[config.mk]
export PLATFORM = sky130hd
export DESIGN_NAME = arm_multiply_accumulate_unit
export DESIGN_NICKNAME = d
export VERILOG_FILES = /design/src/amac_pkg.sv /design/src/amac_finish.sv /design/src/arm_multiply_accumulate_unit.sv
export VERILOG_INCLUDE_DIRS = /design/src /design/src/src
export SDC_FILE = /design/constraint.sdc
export NUM_CORES = 2
export LEC_CHECK = 0
export ABC_AREA = 1
export BUFFER_PORTS_ARGS = -buffer_cell sky130_fd_sc_hd__buf_4
export CAP_MARGIN = 20
export CORE_MARGIN = 2
export CORE_UTILIZATION = 50
export CTS_BUF_LIST = sky130_fd_sc_hd__clkbuf_8
export DETAILED_ROUTE_END_ITERATION = 16
export HOLD_SLACK_MARGIN = 0.15
export PLACE_DENSITY_LB_ADDON = 0.05
export SLEW_MARGIN = 20
export SYNTH_ARGS = -nofsm -noshare
export SYNTH_HDL_FRONTEND = slang
export SYNTH_SLANG_ARGS = --single-unit
[constraint.sdc]
create_clock -name clk -period 7.4 [get_ports clk]
set_input_delay 1.48 -clock clk [delete_from_list [all_inputs] [get_ports clk]]
set_output_delay 1.48 -clock clk [all_outputs]
set_load 0.05 [all_outputs]
[src/arm_multiply_accumulate_unit_macros.svh]
// Assertion macros for the multiply-accumulate unit.
`ifndef ARM_MULTIPLY_ACCUMULATE_UNIT_MACROS_SVH
`define ARM_MULTIPLY_ACCUMULATE_UNIT_MACROS_SVH
`ifndef SYNTHESIS
// Same-cycle implication, sampled on clk, off during reset.
`define AMAC_ASSERT_IMP(lbl, ante, cons) \
	lbl: assert property (@(posedge clk) disable iff (!arst_n) (ante) |-> (cons)) \
		else $error("assertion failed: same-cycle implication");
// Next-cycle implication, sampled on clk, off during reset.
`define AMAC_ASSERT_NXT(lbl, ante, cons) \
	lbl: assert property (@(posedge clk) disable iff (!arst_n) (ante) |=> (cons)) \
		else $error("assertion failed: next-cycle implication");
`else
`define AMAC_ASSERT_IMP(lbl, ante, cons)
`define AMAC_ASSERT_NXT(lbl, ante, cons)
`endif
`endif

[src/amac_pkg.sv]
// Shared opcode and result types for the multiply-accumulate unit.
`default_nettype none

package amac_pkg;

	typedef enum logic [2:0] {
		ACT_MUL   = 3'd0,
		ACT_MLA   = 3'd1,
		ACT_UNDEF = 3'd2,
		ACT_MLS   = 3'd3,
		ACT_UMULL = 3'd4,
		ACT_UMLAL = 3'd5,
		ACT_SMULL = 3'd6,
		ACT_SMLAL = 3'd7
	} action_t;

	typedef struct packed {
		logic [31:0] result_low;
		logic [31:0] result_high;
		logic        is_long;
		logic        flags_valid;
		logic        flag_negative;
		logic        flag_zero;
		logic        undefined_op;
		logic [31:0] fault_address;
	} amac_result_t;

endpackage

`default_nettype wire

[src/amac_finish.sv]
// Accumulate, subtract and flag logic applied to the registered product.
`default_nettype none

module amac_finish
	import amac_pkg::*;
(
	input  action_t      action,
	input  logic [63:0]  product,
	input  logic [31:0]  addend_low,
	input  logic [31:0]  addend_high,
	input  logic         set_flags,
	input  logic [31:0]  instr_address,
	output amac_result_t result
);

	logic [63:0] sum;
	logic        long_op;
	logic        flags_on;
	logic        undef;

	// per-opcode arithmetic on the product
	always_comb begin
		sum      = 64'd0;
		long_op  = 1'b0;
		flags_on = 1'b0;
		undef    = 1'b0;
		case (action)
			ACT_MUL: begin
				sum      = product;
				flags_on = set_flags;
			end
			ACT_MLA: begin
				sum      = product + {32'd0, addend_low};
				flags_on = set_flags;
			end
			ACT_MLS: begin
				// never sets flags
				sum = {32'd0, addend_low} - product;
			end
			ACT_UMULL, ACT_SMULL: begin
				sum      = product;
				long_op  = 1'b1;
				flags_on = set_flags;
			end
			ACT_UMLAL, ACT_SMLAL: begin
				sum      = product + {addend_high, addend_low};
				long_op  = 1'b1;
				flags_on = set_flags;
			end
			default: begin
				undef = 1'b1;
			end
		endcase
	end

	// pack the result beat
	always_comb begin
		result.result_low    = sum[31:0];
		result.result_high   = long_op ? sum[63:32] : 32'd0;
		result.is_long       = long_op;
		result.flags_valid   = flags_on;
		result.flag_negative = flags_on & (long_op ? sum[63] : sum[31]);
		result.flag_zero     = flags_on & (long_op ? (sum == 64'd0) : (sum[31:0] == 32'd0));
		result.undefined_op  = undef;
		result.fault_address = undef ? instr_address : 32'd0;
	end

endmodule

`default_nettype wire

[src/arm_multiply_accumulate_unit.sv]
// Multiply-accumulate execute unit (MUL, MLA, MLS, UMULL, UMLAL, SMULL, SMLAL).
//
// Input channel: in_valid / in_stall carry one instruction beat (opcode, operands,
// set_flags, instruction address). Output channel: out_valid / out_stall carry one
// result beat per input beat, in order.
// Path: an accepted beat passes through the input register, the product register
// and the result register, in that order.
// Throughput: one beat per cycle when not stalled; the 33x33 multiply has its own
// stage, and the 64-bit add plus flag compare sit between product and result registers.
// Stall: when out_stall is high and out_valid is set, the result register holds;
// the earlier stages keep filling, so in_stall rises only once all three stages hold
// a beat. Empty stages are filled even while the output is stalled.
// Reset: arst_n clears all stage valid bits; no result beat is pending afterwards.
// Opcode 2 returns a beat with undefined_op set and fault_address carrying the
// instruction address; all other result fields are zero.
`default_nettype none
`include "arm_multiply_accumulate_unit_macros.svh"

module arm_multiply_accumulate_unit
	import amac_pkg::*;
(
	input  logic        clk,
	input  logic        arst_n,
	input  logic        in_valid,
	output logic        in_stall,
	input  logic [2:0]  action,
	input  logic [31:0] multiplicand,
	input  logic [31:0] multiplier,
	input  logic [31:0] addend_low,
	input  logic [31:0] addend_high,
	input  logic        set_flags,
	input  logic [31:0] instr_address,
	output logic        out_valid,
	input  logic        out_stall,
	output logic [31:0] result_low,
	output logic [31:0] result_high,
	output logic        is_long,
	output logic        flags_valid,
	output logic        flag_negative,
	output logic        flag_zero,
	output logic        undefined_op,
	output logic [31:0] fault_address
);

	// stage valid bits
	logic v_s1;
	logic v_s2;
	logic out_v_q;

	// stage advance enables
	logic adv_out;
	logic adv_s2;
	logic adv_s1;

	// stage 1: operand register
	action_t     action_s1;
	logic [31:0] a_s1;
	logic [31:0] b_s1;
	logic [31:0] lo_s1;
	logic [31:0] hi_s1;
	logic        flags_s1;
	logic [31:0] addr_s1;

	// stage 2: product register
	action_t     action_s2;
	logic [63:0] prod_s2;
	logic [31:0] lo_s2;
	logic [31:0] hi_s2;
	logic        flags_s2;
	logic [31:0] addr_s2;

	// multiply
	logic               sign_mul;
	logic signed [32:0] a_ext;
	logic signed [32:0] b_ext;
	logic signed [65:0] prod_full;

	amac_result_t res_next;
	amac_result_t res_q;

	// handshake: a stage moves when the one after it is empty or moving
	assign adv_out  = !out_v_q || !out_stall;
	assign adv_s2   = !v_s2 || adv_out;
	assign adv_s1   = !v_s1 || adv_s2;
	assign in_stall = !adv_s1;

	always_ff @(posedge clk or negedge arst_n) begin
		if (!arst_n) begin
			v_s1    <= 1'b0;
			v_s2    <= 1'b0;
			out_v_q <= 1'b0;
		end else begin
			if (adv_s1) v_s1 <= in_valid;
			if (adv_s2) v_s2 <= v_s1;
			if (adv_out) out_v_q <= v_s2;
		end
	end

	// operand capture
	always_ff @(posedge clk) begin
		if (adv_s1 && in_valid) begin
			action_s1 <= action_t'(action);
			a_s1      <= multiplicand;
			b_s1      <= multiplier;
			lo_s1     <= addend_low;
			hi_s1     <= addend_high;
			flags_s1  <= set_flags;
			addr_s1   <= instr_address;
		end
	end

	// signed or unsigned 33x33 multiply, low 64 bits kept
	assign sign_mul  = (action_s1 == ACT_SMULL) || (action_s1 == ACT_SMLAL);
	assign a_ext     = $signed({sign_mul & a_s1[31], a_s1});
	assign b_ext     = $signed({sign_mul & b_s1[31], b_s1});
	assign prod_full = a_ext * b_ext;

	always_ff @(posedge clk) begin
		if (adv_s2 && v_s1) begin
			action_s2 <= action_s1;
			prod_s2   <= prod_full[63:0];
			lo_s2     <= lo_s1;
			hi_s2     <= hi_s1;
			flags_s2  <= flags_s1;
			addr_s2   <= addr_s1;
		end
	end

	// accumulate and flags
	amac_finish u_finish (
		.action        (action_s2),
		.product       (prod_s2),
		.addend_low    (lo_s2),
		.addend_high   (hi_s2),
		.set_flags     (flags_s2),
		.instr_address (addr_s2),
		.result        (res_next)
	);

	always_ff @(posedge clk) begin
		if (adv_out && v_s2) begin
			res_q <= res_next;
		end
	end

	// output ports
	assign out_valid     = out_v_q;
	assign result_low    = res_q.result_low;
	assign result_high   = res_q.result_high;
	assign is_long       = res_q.is_long;
	assign flags_valid   = res_q.flags_valid;
	assign flag_negative = res_q.flag_negative;
	assign flag_zero     = res_q.flag_zero;
	assign undefined_op  = res_q.undefined_op;
	assign fault_address = res_q.fault_address;

	// checks
	`AMAC_ASSERT_IMP(a_stall_only_full, in_stall, v_s1 && v_s2 && out_v_q && out_stall)
	`AMAC_ASSERT_NXT(a_s2_reaches_out, v_s2 && adv_out, out_v_q)
	`AMAC_ASSERT_IMP(a_undef_clean, out_v_q && res_q.undefined_op,
		!res_q.is_long && !res_q.flags_valid && (res_q.result_low == 32'd0))
	`AMAC_ASSERT_IMP(a_flags_gate, out_v_q && !res_q.flags_valid,
		!res_q.flag_negative && !res_q.flag_zero)

endmodule

`default_nettype wire

# Word-level counts from Yosys, hierarchy flattened
# Index checks and enable logic that the tools add are counted.
# op_classes
n_mul	1
addsub	3
n_eq_ne	8
n_mux	6
bitwise_logic	4
n_reduce_logical	20
# op_table
op	count
one-hot mux 64 bit (4 select lines)	1
adder 64 x 32 -> 64 bit	1
adder 64 bit	1
zero test 64 bit	1
multiplier 33 x 33 -> 64 bit	1
subtractor 32 x 64 -> 64 bit	1
zero test 32 bit	1
== test 3 bit (second input constant)	6
OR reduction 7 bit	1
OR reduction 6 bit	1
zero test 1 bit	5
2-to-1 mux 1 bit	5
bitwise AND 1 bit	4
logical OR 1 bit	4
OR reduction 4 bit	1
== test 3 x 1 -> 1 bit (second input constant)	1
== test 3 x 2 -> 1 bit (second input constant)	1
logical AND 1 bit	3
zero test 3 bit	1
OR reduction 3 bit	1
OR reduction 2 bit	1
# word_totals
out_inout_bits	103
word_cells	66
register_bits	432

# Longest topological paths before layout
# logic_depth
word_depth	6
mapped_depth	34

# By module
# From an unflattened synthesis, not the netlist that was laid out.
# unflattened
hier_cells	8179
hier_area_um2	65112.4
# modules_own_cells
module	cells_per_inst	n_inst	area_each_um2	seq_area_each_um2
arm_multiply_accumulate_unit	5531	1	52929.5	12957.4
amac_finish	2648	1	12182.9	0.0

# Worst setup path before layout
# No wires, ideal clock.
# synth_path
path_kind	input to register
start	input port out_stall
end	register a_s1[0] (enable)
slack_ns	-2.072
arrival_time_ns	8.781
t_required_ns	6.709
setup_ns	0.691
path_stages	5
cell_sequence	nand2_1 -> nor2_1 -> inv_1 -> nor2_1 -> nor2_1
# synth_between
elab_chain_cells	5
# synth_lines
element	line_no	source
from (decl)	arm_multiply_accumulate_unit.sv:34	input logic out_stall,
zero test 1 bit	arm_multiply_accumulate_unit.sv:82	assign adv_out = !out_v_q || !out_stall;
logical OR 1 bit	arm_multiply_accumulate_unit.sv:82	
logical OR 1 bit	arm_multiply_accumulate_unit.sv:83	assign adv_s2 = !v_s2 || adv_out;
logical OR 1 bit	arm_multiply_accumulate_unit.sv:84	assign adv_s1 = !v_s1 || adv_s2;
logical AND 1 bit	arm_multiply_accumulate_unit.sv:101	if (adv_s1 && in_valid) begin
to (signal assigned)	arm_multiply_accumulate_unit.sv:103	a_s1 <= multiplicand;
to (decl)	arm_multiply_accumulate_unit.sv:57	logic [31:0] a_s1;
# Every way passes these cells.
# A chain may end at the register's enable or synchronous reset.

# Worst setup path after layout
# layout_path
start	register action_s1[1]
end	register prod_s2[63] (data pin)
# layout_between
elab_chain_cells	4
# layout_lines
element	line_no	source
from (decl)	arm_multiply_accumulate_unit.sv:56	action_t action_s1;
from (signal assigned)	arm_multiply_accumulate_unit.sv:102	action_s1 <= action_t'(action);
== test 3 bit	arm_multiply_accumulate_unit.sv:113	assign sign_mul = (action_s1 == ACT_SMULL) || (action_s1 == ACT_SMLAL);
logical OR 1 bit (*)	arm_multiply_accumulate_unit.sv:113	
bitwise AND 1 bit, on equally long branches	arm_multiply_accumulate_unit.sv:114, arm_multiply_accumulate_unit.sv:115	
multiplier 33 x 33 -> 64 bit (*)	arm_multiply_accumulate_unit.sv:116	assign prod_full = a_ext * b_ext;
via prod_full[63]	arm_multiply_accumulate_unit.sv:76	logic signed [65:0] prod_full;
to (signal assigned)	arm_multiply_accumulate_unit.sv:121	prod_s2 <= prod_full[63:0];
to (decl)	arm_multiply_accumulate_unit.sv:66	logic [63:0] prod_s2;
# Mark *: on every way through the listed nets, which the timed path passes. The rest lies on a longest branch.

==> flow_metrics.env <==
export IMPL_min_period_over_period_pct=99.00
export IMPL_ys_types=52
export IMPL_worstSetupPathType="register to register"
export IMPL_regMostFlops="prod_s2"
export IMPL_drtAntennaViolNets=0
export IMPL_tritoncts="yes"
export IMPL_wl_mm=212.5
export IMPL_worst_path_max_fanout=6
export IMPL_synthesis_area_um2=63650
export IMPL_vias=51740
export IMPL_drive_gt1_share_pct=13.28
export IMPL_holdBufCountCts=0
export IMPL_synth_cells=7757
export IMPL_die_h_um=360.8
export IMPL_io_buffer_count=270
export IMPL_grt_antenna_before_repair=6
export IMPL_avgSynthCellArea_um2=8.205
export IMPL_max_stage_delay_ns=0.55
export IMPL_drt_iter0_markers=4446
export IMPL_placementRows=130
export IMPL_r2r_slack_ns=0.07
export IMPL_syn_nets=9359
export IMPL_insertion_delay_ns=0.83
export IMPL_place_congestion=1.017
export IMPL_synth_edf_count=429
export IMPL_wl_per_cell_um=21.53
export IMPL_via_per_inst=5.243
export IMPL_tightest_slew_ns=0.8854
export IMPL_numCtsBuffers=81
export IMPL_stdcell_area_um2=73210
export IMPL_crit_path_start_kind="register"
export IMPL_die_w_um=360.8
export IMPL_nNetsFinal=9757
export IMPL_worstPathRequired_ns=7.92
export IMPL_maxCapViolCount=0
export IMPL_syn_to_final_growth_pct=15.02
export IMPL_core_area_um2=125900
export IMPL_cp_slowest_cell="fa_1"
export IMPL_grt_overflow=0
export IMPL_status="complete, no violations"
export IMPL_track_usage_pct=32.60
export IMPL_setup_viol=0
export IMPL_arrival_ns=7.84
export IMPL_cts_sinks=432
export IMPL_synth_main_ff_cell="edfxtp_1"
export IMPL_min_period_ns=7.326
export IMPL_grt_pass1_vias=53160
export IMPL_placed_cell_area_um2=69220
export IMPL_whs_ns=0.3842
export IMPL_grt_first_pass_wirelength_mm=318.8
export IMPL_ys_ff_latch=432
export IMPL_ys_seq_area_share_pct=20.36
export IMPL_min_path_type="register to register"
export IMPL_final_fill_count=11610
export IMPL_floorplan_initialDensity_pct=50.56
export IMPL_hold_viol=0
export IMPL_die_area_um2=130200
export IMPL_ys_warn_count=0
export IMPL_finClkSkew_ns=0.1156
export IMPL_cts_buffer_depth=3
export IMPL_hpwl_mm=174.0
export IMPL_first_pass_iters=6
export IMPL_fmaxAchievable_ghz=0.1365
export IMPL_grt_start_max_net_pins=133
export IMPL_cts_clk_slew_worst_paths_ns=0.06
export IMPL_relSlewSlack_pct=40.97
export IMPL_async_flop_share_pct=0.6944
export IMPL_io_pins=271
export IMPL_largest_register_ff_count=64
export IMPL_root_buffer="clkbuf_8"
export IMPL_drv_slew=0
export IMPL_cpMostUsedCell="fa_1"
export IMPL_grt_setup_unrepaired="yes"
export IMPL_htreeDepth=3
export IMPL_drc_errors=0
export IMPL_endpoint_kind="register"
[area by class of cell]
class                      count  area [um2]  area share, %
inverter                    2121        7989          10.91
tap                         1650        2064          2.820
clock buffer                  81        1115          1.523
multi-input combinational   4923       42810          58.48
timing repair buffer         596        5744          7.846
clock inverter                63       521.8         0.7127
sequential                   432       12960          17.70
antenna                        2       5.005       0.006836
[worst max-delay path, delay by kind of cell, from the launching register on]
kind            cells  cell delay [ns]
compound gates      1             0.10
buf+inv            10             1.10
fa+ha+maj           9             4.16
flops               1             0.43
xor+xnor            1             0.14
simple gates        8             1.12
[synthesized netlist by cell type (5+ instances only)]
master	instances	share of area, %
nor4_1	5	0.049
edfxtp_1	429	20
nor2_2	27	0.27
buf_1	8	0.047
nand3b_1	7	0.083
o21ai_1	11	0.086
nand2_1	2056	12
o21a_1	12	0.14
nand3_1	246	1.9
buf_4	14	0.17
a31oi_1	24	0.24
o211ai_1	18	0.21
o21ai_0	121	0.95
nand3_2	10	0.16
nor3_1	38	0.30
nor2_1	456	2.7
a21oi_1	216	1.7
o21bai_1	15	0.18
nand2_2	21	0.21
xnor2_1	33	0.45
buf_6	5	0.088
fa_1	1127	35
ha_1	307	6.0
inv_2	16	0.094
buf_2	11	0.086
nor2_4	5	0.088
clkbuf_1	241	1.4
xor2_1	48	0.66
or2_2	13	0.13
inv_1	2105	12
nand4_1	70	0.69
[metal layers]
metal | GRT usage (%) | routed length (um)
met4 | 11.98 | 9851
met5 | 0 | 19
met2 | 53.87 | 99740
met3 | 4.442 | 16260
met1 | 43.98 | 86620
[kinds of logic after synthesis]
family          Yosys count  synth area share [%]
xor+xnor                 81                 1.115
fa+ha+maj              1434                 41.48
buf+inv                2402                 14.34
compound gates          438                 3.794
simple gates           2970                 18.92
flops                   432                 20.36
[cells in the final DEF, fill, tap and decap left out, types with 70 or more instances in the layout]
cell      synthesis  final
a21oi_1         216    181
buf_12            0     77
buf_4            14    480
clkbuf_8          0     81
edfxtp_1        429    429
fa_1           1127   1084
ha_1            307    272
inv_1          2105   2076
nand2_1        2056   2027
nand3_1         246    243
nand4_1          70     70
nor2_1          456    405
o21ai_0         121    101
[what timing repair did]
action / 4_1_cts / 5_1_grt
buffers inserted: 12 / 60
resized for setup: 65 / 315
endpoints found under the setup margin: 19 / 35
pin swaps: 28 / 141
gates cloned: 0 / 11
[path summary, 6_finish.rpt]
kind                                   start          end  depth (start not counted)
worst min register to register      lo_s1[3]     lo_s2[3]                          0
worst min-delay path                lo_s1[3]     lo_s2[3]                          0
worst max-delay path            action_s1[1]  prod_s2[63]                         29
worst max register to register  action_s1[1]  prod_s2[63]                         29
max in group asynchronous             arst_n         v_s2                          1
min in group asynchronous             arst_n         v_s1                          1
[per-stage QoR]
step           utilization, %  std cells   TNS [ns]  setup WS, ns
2_1_floorplan               -       7757          0       0.02479
3_3_place_gp            54.98       9640    -0.9796       -0.2209
3_5_place_dp            54.98       9640     -1.167       -0.1915
4_1_cts                 56.62       9796  -0.006740     -0.006624
5_1_grt                 58.15       9868    -0.8323       -0.1038
6_report                58.15       9868          0       0.07409
Power is not shown: default switching activity piles up to over one toggle a cycle in this logic, so the estimate is an artifact.
